**src/design/spi_master_shifter_defines.svh**
```systemverilog
// Assertion macros for the SPI master shifter.
// Checks compile away when SYNTH is defined; no other dependencies.
`ifndef SPI_MASTER_SHIFTER_DEFINES_SVH
`define SPI_MASTER_SHIFTER_DEFINES_SVH
`ifndef SYNTH
// Same-cycle implication, disabled during reset
`define SMS_ASSERT_NOW(lbl, ante, cons) \
  lbl: assert property (@(posedge clk) disable iff (!rst_n) (ante) |-> (cons)) \
    else $error("spi_master_shifter check failed");
// Next-cycle implication, disabled during reset
`define SMS_ASSERT_NEXT(lbl, ante, cons) \
  lbl: assert property (@(posedge clk) disable iff (!rst_n) (ante) |=> (cons)) \
    else $error("spi_master_shifter check failed");
`else
`define SMS_ASSERT_NOW(lbl, ante, cons)
`define SMS_ASSERT_NEXT(lbl, ante, cons)
`endif
`endif

```
**src/design/spi_ms_pkg.sv**
```systemverilog
// Shared types and constants for the SPI master shifter.
// No dependencies; used by every module of the block.
package spi_ms_pkg;

  localparam int MAX_BITS        = 32;
  localparam int WORD_W          = 32;
  localparam int WORD_IDX_W      = $clog2(WORD_W);
  localparam int BITS_W          = $clog2(MAX_BITS + 1);
  localparam int BIT_COUNT_LIMIT = (MAX_BITS < 63) ? MAX_BITS : 63;
  localparam int HP_W            = 16;
  localparam int CFG_DATA_W      = 16;
  localparam int CFG_IDX_W       = 2;

  // Configuration register indexes
  localparam logic [CFG_IDX_W-1:0] REG_BIT_COUNT   = 2'd0;
  localparam logic [CFG_IDX_W-1:0] REG_EDGE_MODE   = 2'd1;
  localparam logic [CFG_IDX_W-1:0] REG_HALF_PERIOD = 2'd2;
  localparam logic [CFG_IDX_W-1:0] REG_SHARED_LINE = 2'd3;

  // Command opcodes
  localparam logic [1:0] CMD_WRITE = 2'd0;
  localparam logic [1:0] CMD_READ  = 2'd1;
  localparam logic [1:0] CMD_CS    = 2'd2;

  localparam logic [BITS_W-1:0] BIT_COUNT_RESET   = BITS_W'(8);
  localparam logic [HP_W-1:0]   HALF_PERIOD_RESET = HP_W'(50);

  typedef enum logic [1:0] {
    OP_IDLE  = 2'd0,
    OP_WRITE = 2'd1,
    OP_READ  = 2'd2,
    OP_CS    = 2'd3
  } op_t;

  typedef struct packed {
    logic [BITS_W-1:0] bit_count;
    logic              edge_mode;
    logic [HP_W-1:0]   half_period;
    logic              shared_line;
  } cfg_t;

  typedef struct packed {
    logic              cmd_valid;
    logic [1:0]        opcode;
    logic [WORD_W-1:0] cmd_data;
    logic              miso;
  } item_t;

  typedef struct packed {
    logic              sclk;
    logic              mosi;
    logic              cs_level;
    logic              data_drive;
    logic              busy_res;
    logic              done_res;
    logic [WORD_W-1:0] read_data;
  } res_t;

endpackage

```
**src/design/spi_master_shifter.sv**
```systemverilog
// SPI master shifter: one input transaction per system tick, one result each.
// A transaction is held in the input register, then passes through the tick logic into
// the result register, from which it is offered on out_.
// Throughput: one transaction per cycle while out_ does not stall; the tick sequencer
// updates its state once per transaction. Stalls on out_ back up into in_tready.
// Reset (rst_n low, synchronous): idle, pins high, registers at defaults.
`include "spi_master_shifter_defines.svh"

module spi_master_shifter (
  input  logic                              clk,
  input  logic                              rst_n,
  // Tick input
  input  logic                              in_tvalid,
  output logic                              in_tready,
  input  logic [39:0]                       in_tdata,  // cmd_data[31:0], miso[32], zero pad
  input  logic [2:0]                        in_tuser,  // cmd_valid[0], opcode[2:1]
  // Tick result
  output logic                              out_tvalid,
  input  logic                              out_tready,
  output logic [39:0]                       out_tdata, // sclk[0], mosi[1], cs_level[2],
                                                       // data_drive[3], busy_res[4],
                                                       // done_res[5], read_data[37:6], pad
  // Register writes
  input  logic                              cfg_valid,
  output logic                              cfg_ready,
  input  logic [spi_ms_pkg::CFG_IDX_W-1:0]  cfg_index,
  input  logic [spi_ms_pkg::CFG_DATA_W-1:0] cfg_data
);

  spi_ms_pkg::cfg_t  cfg_s;
  spi_ms_pkg::item_t item_r;
  spi_ms_pkg::res_t  res_s;
  logic              in_valid_r;
  logic              out_valid_r;
  logic [39:0]       out_data_r;
  logic              step_en;

  assign cfg_ready = 1'b1;

  spi_ms_cfg u_cfg (
    .clk      (clk),
    .rst_n    (rst_n),
    .wr_en    (cfg_valid),
    .wr_index (cfg_index),
    .wr_data  (cfg_data),
    .cfg      (cfg_s)
  );

  // Process the held tick when the result register can take it
  assign step_en   = in_valid_r && (!out_valid_r || out_tready);
  assign in_tready = !in_valid_r || step_en;

  // Input register
  always_ff @(posedge clk) begin
    if (!rst_n) begin
      in_valid_r <= 1'b0;
    end else if (in_tready) begin
      in_valid_r <= in_tvalid;
    end
  end

  always_ff @(posedge clk) begin
    if (in_tready && in_tvalid) begin
      item_r.cmd_valid <= in_tuser[0];
      item_r.opcode    <= in_tuser[2:1];
      item_r.cmd_data  <= in_tdata[31:0];
      item_r.miso      <= in_tdata[32];
    end
  end

  spi_ms_core u_core (
    .clk     (clk),
    .rst_n   (rst_n),
    .step_en (step_en),
    .cfg     (cfg_s),
    .item    (item_r),
    .res     (res_s)
  );

  // Result register
  always_ff @(posedge clk) begin
    if (!rst_n) begin
      out_valid_r <= 1'b0;
    end else if (step_en) begin
      out_valid_r <= 1'b1;
    end else if (out_tready) begin
      out_valid_r <= 1'b0;
    end
  end

  always_ff @(posedge clk) begin
    if (step_en) begin
      out_data_r <= {2'b00, res_s.read_data, res_s.done_res, res_s.busy_res,
                     res_s.data_drive, res_s.cs_level, res_s.mosi, res_s.sclk};
    end
  end

  assign out_tvalid = out_valid_r;
  assign out_tdata  = out_data_r;

  // A completing tick never reports busy
  `SMS_ASSERT_NOW(a_done_not_busy, out_tvalid, !(out_tdata[5] && out_tdata[4]))
  // A full input stage facing a stalled result stage takes nothing new
  `SMS_ASSERT_NOW(a_stall_backpressure, in_valid_r && out_valid_r && !out_tready, !in_tready)
  // A zero bit count write is dropped
  `SMS_ASSERT_NEXT(a_bad_count_ignored,
    cfg_valid && cfg_index == spi_ms_pkg::REG_BIT_COUNT && cfg_data == '0,
    $stable(cfg_s.bit_count))

endmodule

```
**src/design/spi_ms_cfg.sv**
```systemverilog
// Configuration register file of the SPI master shifter.
// Depends on spi_ms_pkg.
module spi_ms_cfg (
  input  logic                                clk,
  input  logic                                rst_n,
  input  logic                                wr_en,
  input  logic [spi_ms_pkg::CFG_IDX_W-1:0]    wr_index,
  input  logic [spi_ms_pkg::CFG_DATA_W-1:0]   wr_data,
  output spi_ms_pkg::cfg_t                    cfg
);

  spi_ms_pkg::cfg_t cfg_r;
  spi_ms_pkg::cfg_t cfg_nxt;
  logic             count_ok;

  // Accept only bit counts the shifter can handle
  assign count_ok = (wr_data >= spi_ms_pkg::CFG_DATA_W'(1)) &&
                    (wr_data <= spi_ms_pkg::CFG_DATA_W'(spi_ms_pkg::BIT_COUNT_LIMIT));

  // Decode a register write
  always_comb begin
    cfg_nxt = cfg_r;
    if (wr_en) begin
      case (wr_index)
        spi_ms_pkg::REG_BIT_COUNT: begin
          if (count_ok) cfg_nxt.bit_count = wr_data[spi_ms_pkg::BITS_W-1:0];
        end
        spi_ms_pkg::REG_EDGE_MODE:   cfg_nxt.edge_mode   = wr_data[0];
        spi_ms_pkg::REG_HALF_PERIOD: cfg_nxt.half_period = wr_data[spi_ms_pkg::HP_W-1:0];
        spi_ms_pkg::REG_SHARED_LINE: cfg_nxt.shared_line = wr_data[0];
        default: cfg_nxt = cfg_r;
      endcase
    end
  end

  always_ff @(posedge clk) begin
    if (!rst_n) begin
      cfg_r.bit_count   <= spi_ms_pkg::BIT_COUNT_RESET;
      cfg_r.edge_mode   <= 1'b0;
      cfg_r.half_period <= spi_ms_pkg::HALF_PERIOD_RESET;
      cfg_r.shared_line <= 1'b0;
    end else begin
      cfg_r <= cfg_nxt;
    end
  end

  assign cfg = cfg_r;

endmodule

```
**src/design/spi_ms_core.sv**
```systemverilog
// Per-tick sequencer of the SPI master shifter: command start, half-period
// timing, pin levels, shift and sample. Depends on spi_ms_pkg.
module spi_ms_core (
  input  logic               clk,
  input  logic               rst_n,
  input  logic               step_en,
  input  spi_ms_pkg::cfg_t   cfg,
  input  spi_ms_pkg::item_t  item,
  output spi_ms_pkg::res_t   res
);

  spi_ms_pkg::op_t                op_r, op_nxt;
  logic [spi_ms_pkg::WORD_W-1:0]  shift_r, shift_nxt;
  logic [spi_ms_pkg::WORD_W-1:0]  read_r, read_nxt;
  logic [spi_ms_pkg::BITS_W-1:0]  bits_r, bits_nxt;
  logic [spi_ms_pkg::HP_W-1:0]    tick_r, tick_nxt;
  logic [1:0]                     phase_r, phase_nxt;
  logic                           clk_lvl_r, clk_lvl_nxt;
  logic                           data_lvl_r, data_lvl_nxt;
  logic                           sel_lvl_r, sel_lvl_nxt;
  logic                           drv_lvl_r, drv_lvl_nxt;
  logic                           done;
  logic                           begin_half;
  logic                           finish;
  logic [spi_ms_pkg::BITS_W-1:0]  bit_idx;
  logic                           tx_bit;
  logic [spi_ms_pkg::HP_W-1:0]    phase_ticks;

  // Ticks left in a half-period after its first tick
  assign phase_ticks = (cfg.half_period == '0) ? '0 :
                       cfg.half_period - spi_ms_pkg::HP_W'(1);

  always_comb begin
    op_nxt       = op_r;
    shift_nxt    = shift_r;
    read_nxt     = read_r;
    bits_nxt     = bits_r;
    tick_nxt     = tick_r;
    phase_nxt    = phase_r;
    clk_lvl_nxt  = clk_lvl_r;
    data_lvl_nxt = data_lvl_r;
    sel_lvl_nxt  = sel_lvl_r;
    drv_lvl_nxt  = drv_lvl_r;
    done         = 1'b0;
    begin_half   = 1'b0;
    finish       = 1'b0;

    // Start a command, count down a half-period, or advance the phase or finish the command
    if (op_r == spi_ms_pkg::OP_IDLE) begin
      if (item.cmd_valid && item.opcode != 2'd3) begin
        phase_nxt  = 2'd0;
        begin_half = 1'b1;
        case (item.opcode)
          spi_ms_pkg::CMD_WRITE: begin
            op_nxt      = spi_ms_pkg::OP_WRITE;
            shift_nxt   = item.cmd_data;
            bits_nxt    = cfg.bit_count;
            drv_lvl_nxt = 1'b1;
          end
          spi_ms_pkg::CMD_READ: begin
            op_nxt   = spi_ms_pkg::OP_READ;
            read_nxt = '0;
            bits_nxt = cfg.bit_count;
            if (cfg.shared_line) begin
              data_lvl_nxt = 1'b0;
              drv_lvl_nxt  = 1'b0;
            end
          end
          default: begin
            op_nxt    = spi_ms_pkg::OP_CS;
            shift_nxt = spi_ms_pkg::WORD_W'(item.cmd_data[0]);
          end
        endcase
        if (op_nxt != spi_ms_pkg::OP_CS && bits_nxt == '0)
          bits_nxt = spi_ms_pkg::BITS_W'(1);
      end
    end else if (tick_r != '0) begin
      tick_nxt = tick_r - spi_ms_pkg::HP_W'(1);
    end else begin
      if (op_r == spi_ms_pkg::OP_CS) begin
        if (phase_r != 2'd3) phase_nxt = phase_r + 2'd1;
        else finish = 1'b1;
      end else if (phase_r == 2'd0) begin
        phase_nxt = 2'd1;
      end else begin
        bits_nxt = bits_r - spi_ms_pkg::BITS_W'(1);
        if (bits_nxt == '0) finish = 1'b1;
        else phase_nxt = 2'd0;
      end
      if (finish) begin
        op_nxt    = spi_ms_pkg::OP_IDLE;
        tick_nxt  = '0;
        phase_nxt = 2'd0;
        done      = 1'b1;
      end else begin
        begin_half = 1'b1;
      end
    end

    // Pin action at the start of a half-period; bits above the word shift out as zero
    bit_idx = bits_nxt - spi_ms_pkg::BITS_W'(1);
    tx_bit  = (int'(bit_idx) < spi_ms_pkg::WORD_W) ?
              shift_nxt[spi_ms_pkg::WORD_IDX_W'(bit_idx)] : 1'b0;
    if (begin_half) begin
      case (op_nxt)
        spi_ms_pkg::OP_WRITE: begin
          if (!cfg.edge_mode) begin
            if (phase_nxt == 2'd0) begin
              clk_lvl_nxt  = 1'b0;
              data_lvl_nxt = tx_bit;
            end else begin
              clk_lvl_nxt = 1'b1;
            end
          end else begin
            if (phase_nxt == 2'd0) begin
              clk_lvl_nxt = 1'b1;
            end else begin
              data_lvl_nxt = tx_bit;
              clk_lvl_nxt  = 1'b0;
            end
          end
        end
        spi_ms_pkg::OP_READ: begin
          if (phase_nxt == 2'd0) begin
            clk_lvl_nxt = 1'b0;
            read_nxt    = read_nxt | (spi_ms_pkg::WORD_W'(item.miso) << bit_idx);
          end else begin
            clk_lvl_nxt = 1'b1;
          end
        end
        spi_ms_pkg::OP_CS: begin
          if (phase_nxt == 2'd2) sel_lvl_nxt = shift_nxt[0];
        end
        default: clk_lvl_nxt = clk_lvl_r;
      endcase
      tick_nxt = phase_ticks;
    end
  end

  // Advance the state once per processed tick
  always_ff @(posedge clk) begin
    if (!rst_n) begin
      op_r       <= spi_ms_pkg::OP_IDLE;
      shift_r    <= '0;
      read_r     <= '0;
      bits_r     <= '0;
      tick_r     <= '0;
      phase_r    <= 2'd0;
      clk_lvl_r  <= 1'b1;
      data_lvl_r <= 1'b1;
      sel_lvl_r  <= 1'b1;
      drv_lvl_r  <= 1'b1;
    end else if (step_en) begin
      op_r       <= op_nxt;
      shift_r    <= shift_nxt;
      read_r     <= read_nxt;
      bits_r     <= bits_nxt;
      tick_r     <= tick_nxt;
      phase_r    <= phase_nxt;
      clk_lvl_r  <= clk_lvl_nxt;
      data_lvl_r <= data_lvl_nxt;
      sel_lvl_r  <= sel_lvl_nxt;
      drv_lvl_r  <= drv_lvl_nxt;
    end
  end

  // Result reflects the state after this tick
  always_comb begin
    res.sclk       = clk_lvl_nxt;
    res.mosi       = data_lvl_nxt;
    res.cs_level   = sel_lvl_nxt;
    res.data_drive = drv_lvl_nxt;
    res.busy_res   = (op_nxt != spi_ms_pkg::OP_IDLE);
    res.done_res   = done;
    res.read_data  = read_nxt;
  end

endmodule
```
**config.mk**
```make
export PLATFORM = sky130hd
export DESIGN_NAME = spi_master_shifter
export DESIGN_NICKNAME = d
export VERILOG_FILES = /design/src/design/spi_ms_pkg.sv /design/src/design/spi_master_shifter.sv /design/src/design/spi_ms_cfg.sv /design/src/design/spi_ms_core.sv
export VERILOG_INCLUDE_DIRS = /design/src /design/src/design
export SDC_FILE = /design/constraint.sdc
export NUM_CORES = 1
export LEC_CHECK = 0
export ABC_CLOCK_PERIOD_IN_PS = 8000
export BUFFER_PORTS_ARGS = -buffer_cell sky130_fd_sc_hd__buf_2
export CORE_UTILIZATION = 55
export DETAILED_ROUTE_END_ITERATION = 6
export PLACE_DENSITY_LB_ADDON = 0.05
export SLEW_MARGIN = 20
export SYNTH_ARGS = -nofsm -noshare
export SYNTH_HDL_FRONTEND = slang
export SYNTH_SLANG_ARGS = --single-unit
```
**constraint.sdc**
```tcl
create_clock -name clk -period 8 [get_ports clk]
set_input_delay 1.6 -clock clk [delete_from_list [all_inputs] [get_ports clk]]
set_output_delay 1.6 -clock clk [all_outputs]
set_load 0.02 [all_outputs]
```
==> summary.txt <==
Clock tree
  – H-Tree Depth: 4
  – Worst-path clk slew: 80 ps
  – Post-cts resize count: 0
  – Hold-fix buffers, CTS: 0
  – CTS Buf Count: 17
  – Worst-Skew Late Latency: 430 ps
  – CTS Buffer Depth: 2
  – Clk Tree Root Cell: clkbuf_16
  – Buffer count from post-CTS setup fixing: 0
  – Clock Sink Count: 194
  – CTS tree: yes

Run
  – Max-Cap Viols: 0

Timing
  – Final worst slack: roughly 3500 ps
  – Final period util: 55.82%
  – Final TNS setup: 0 ps
  – # setup viols final: 0
  – Hold Violations, Final: 0
  – Rel. slew slack: 22.67%
  – Worst Skew: 15.77 ps
  – Post-layout minimum cycle time: 4466 ps
  – Unrepaired setup endpoints after global routing: no
  – Peak Freq: 223.9 MHz
  – Slew @ Worst Pin: 1160 ps
  – Worst Hold Slack: 473.5 ps
  – Final slew viol count: 0

Synth
  – Sequential fraction of the synthesis area: 50.29%
  – Synth Area in Adders: approximately 1.5%
  – Library cells used by synthesis: 83
  – Syn Std Cell Area: between 9000 and 10,000 um^2
  – Mux share of post-synthesis cell area: 1.714%
  – Count of mapped cells out of synthesis: slightly below 900
  – Xor/xnor share of the synthesized area: 2.272%
  – Post-synth EDFFs: 74
  – Top cell type's share of synthesized area: 26.12%
  – Count leader, synth: dfxtp_1
  – Post-synthesis compound-gate area fraction: 23.06%
  – Syn. warnings: 0
  – Top cells by area, synth: dfxtp_1 26%, edfxtp_1 24%, a22o_1 6.3%
  – Syn_area_per_cell: between 10 and 15 um^2
  – Simple-gate share of the synthesized area: between 10% and 20%
  – Synth top cells by count: 120 x dfxtp_1, 114 x nand2_1, 74 x edfxtp_1
  – Post-synth top area cell: dfxtp_1
  – Synth Register Bits: 194
  – Main synth FF type: dfxtp_1
  – Async SR Flop Fraction: 0%
  – Largest family of logic cells by synthesized area: compound AO/OA/AOI/OAI gates

Run status
  – Status: complete, no violations

Detailed routing
  – Starting DRT DRC Count: ~600
  – Drt pass-1 iters: 5
  – Post-Route WL: 21.04 mm
  – Drt drc: 0
  – Remaining antenna violation count: 0
  – Wire per inst: 17.83 um
  – Via count: approximately 7.2k
  – Via/cell ratio: 6.136

Cells and area
  – Layout Nets: 1,027
  – Fillcell total: approximately 1.4k
  – Antenna cells: 0
  – Layout cell share with drive strength beyond 1: 17.95%
  – Area growth syn-to-layout: 11.82%
  – Post-route insts no fill: ~1.2k
  – Post-route cell area: 10,280 um^2

Placed design
  – Placed instance area: 9696 um^2
  – Placed instance count: 1,148
  – Global placement routability congestion: 0.8739
  – Port bufs: 98
  – Post-DP HPWL: 14.16 mm
  – Pre-CTS WS: 3563 ps

Critical path
  – Buf/Inv on CP: 1
  – CP Class: register to register
  – Reg-to-reg slack, setup: 3530 ps
  – Slowest CP cell: ha_1
  – CP top delay family: simple AND/OR/NAND/NOR gates
  – Arrival time worst endpoint: roughly 4600 ps
  – Crit path launch type: register
  – Worst Path Max Fanout: 26
  – Crit path largest cell delay: around 630 ps
  – CP required: 8160 ps
  – CP cell instances: nor4_4, nand4_2, or2_4, o32ai_4, nor2_4, inv_2, ha_1, a221o_1, a21oi_1, nor2_1, o2111a_1, nor4_2, o32ai_2
  – Worst setup EP type: register

Floorplan
  – Die height: 131.3 um
  – Die W: 131.3 um
  – Core box area: approximately 16,000 um^2
  – Initial Util: around 57%
  – Io pins: 109
  – # rows: 46
  – Die footprint: about 17,000 um^2

Power and ir drop
  – Pleak: slightly above 0.004 uW
  – PwrDens: 233.7 nW/um^2
  – Max IR drop VDD: roughly 160 uV

Min path
  – Worst Hold Class: register to register

Global routing
  – Vias in the first global route: around 6.9k
  – GRT Resource Usage Total: 24.90%
  – GRT overflow: 0
  – Antenna violations before repair: 0
  – Pin count of the biggest net entering global routing: 94
  – First-pass GRT wire length: 34.85 mm
==> cells in the final DEF, fill, tap and decap left out, drive strengths merged, types with 17 or more instances in the layout <==
master and n:
buf 107, edfxtp 74, a21oi 24, inv 28, xnor2 17, nor2b 19
o21ai 35, dfxtp 120, a22o 66, a22oi 29, nor2 53, o211a 26
clkbuf 19, a21boi 23, nand2 115
==> flip-flops by register name, indices dropped and copies added, names as in the netlist <==
register           cells
u_core.tick_r         16
u_core.bits_r          6
u_core.sel_lvl_r       1
u_core.op_r            2
out_tdata             38
item_r                36
in_valid_r             1
u_core.data_lvl_r      1
u_cfg.cfg             24
u_core.read_r         32
u_core.drv_lvl_r       1
out_tvalid             1
u_core.phase_r         2
u_core.clk_lvl_r       1
u_core.shift_r        32
==> report_power, final <==
group / total (uW) / internal [uW] / switching (uW)
clock network: 833 / 449 / 383
logic: 468 / 164 / 304
registers: 1100 / 1070 / 32.2
total: 2400 / 1680 / 720
==> metal layers <==
metal,global-route usage (%),wire length (um)
met4,9.819,525
met3,4.090,892
met5,0,0
met2,41.73,10330
met1,32.15,9290
==> worst min-delay path, delay by kind of cell (launching register included) <==
family	cells	cell delay, ps
simple gates	2	120
flops	1	330
==> path summary, 6_finish.rpt <==
check	from	to	cells past startpoint
setup reg to reg	u_core.tick_r[6]	out_tdata[1]	13
hold / removal	u_core.drv_lvl_r	u_core.drv_lvl_r	2
hold reg to reg	u_core.drv_lvl_r	u_core.drv_lvl_r	2
setup / recovery	u_core.tick_r[6]	out_tdata[1]	13
==> area by class of cell <==
type,count,area [um^2],share of cell area (%)
flip-flops and latches,194,4624,44.97
multi-input cells,608,4158,40.43
repair buffers,107,558.0,5.426
clock buffers,19,442.9,4.307
well taps,216,270.3,2.628
clock inverters,13,142.6,1.387
inverters,23,87.58,0.8517
==> per-stage QoR <==
| step | util [%] | power, uW |
|---|---|---|
| 3_3_place_gp | 60.14 | 1568 |
| 2_1_floorplan | - | 1461 |
| 3_5_place_dp | 60.16 | 1584 |
| 5_1_grt | 63.81 | 2515 |
| 6_report | 63.81 | 2403 |
| 4_1_cts | 63.80 | 2415 |
==> kinds of logic after synthesis <==
family	after synthesis
simple gates	291
compound gates	268
flops	194
buf+inv	94
xor+xnor	23
mux	12
fa+ha+maj	11
other cells	2
(Power assumes the default switching activity.)
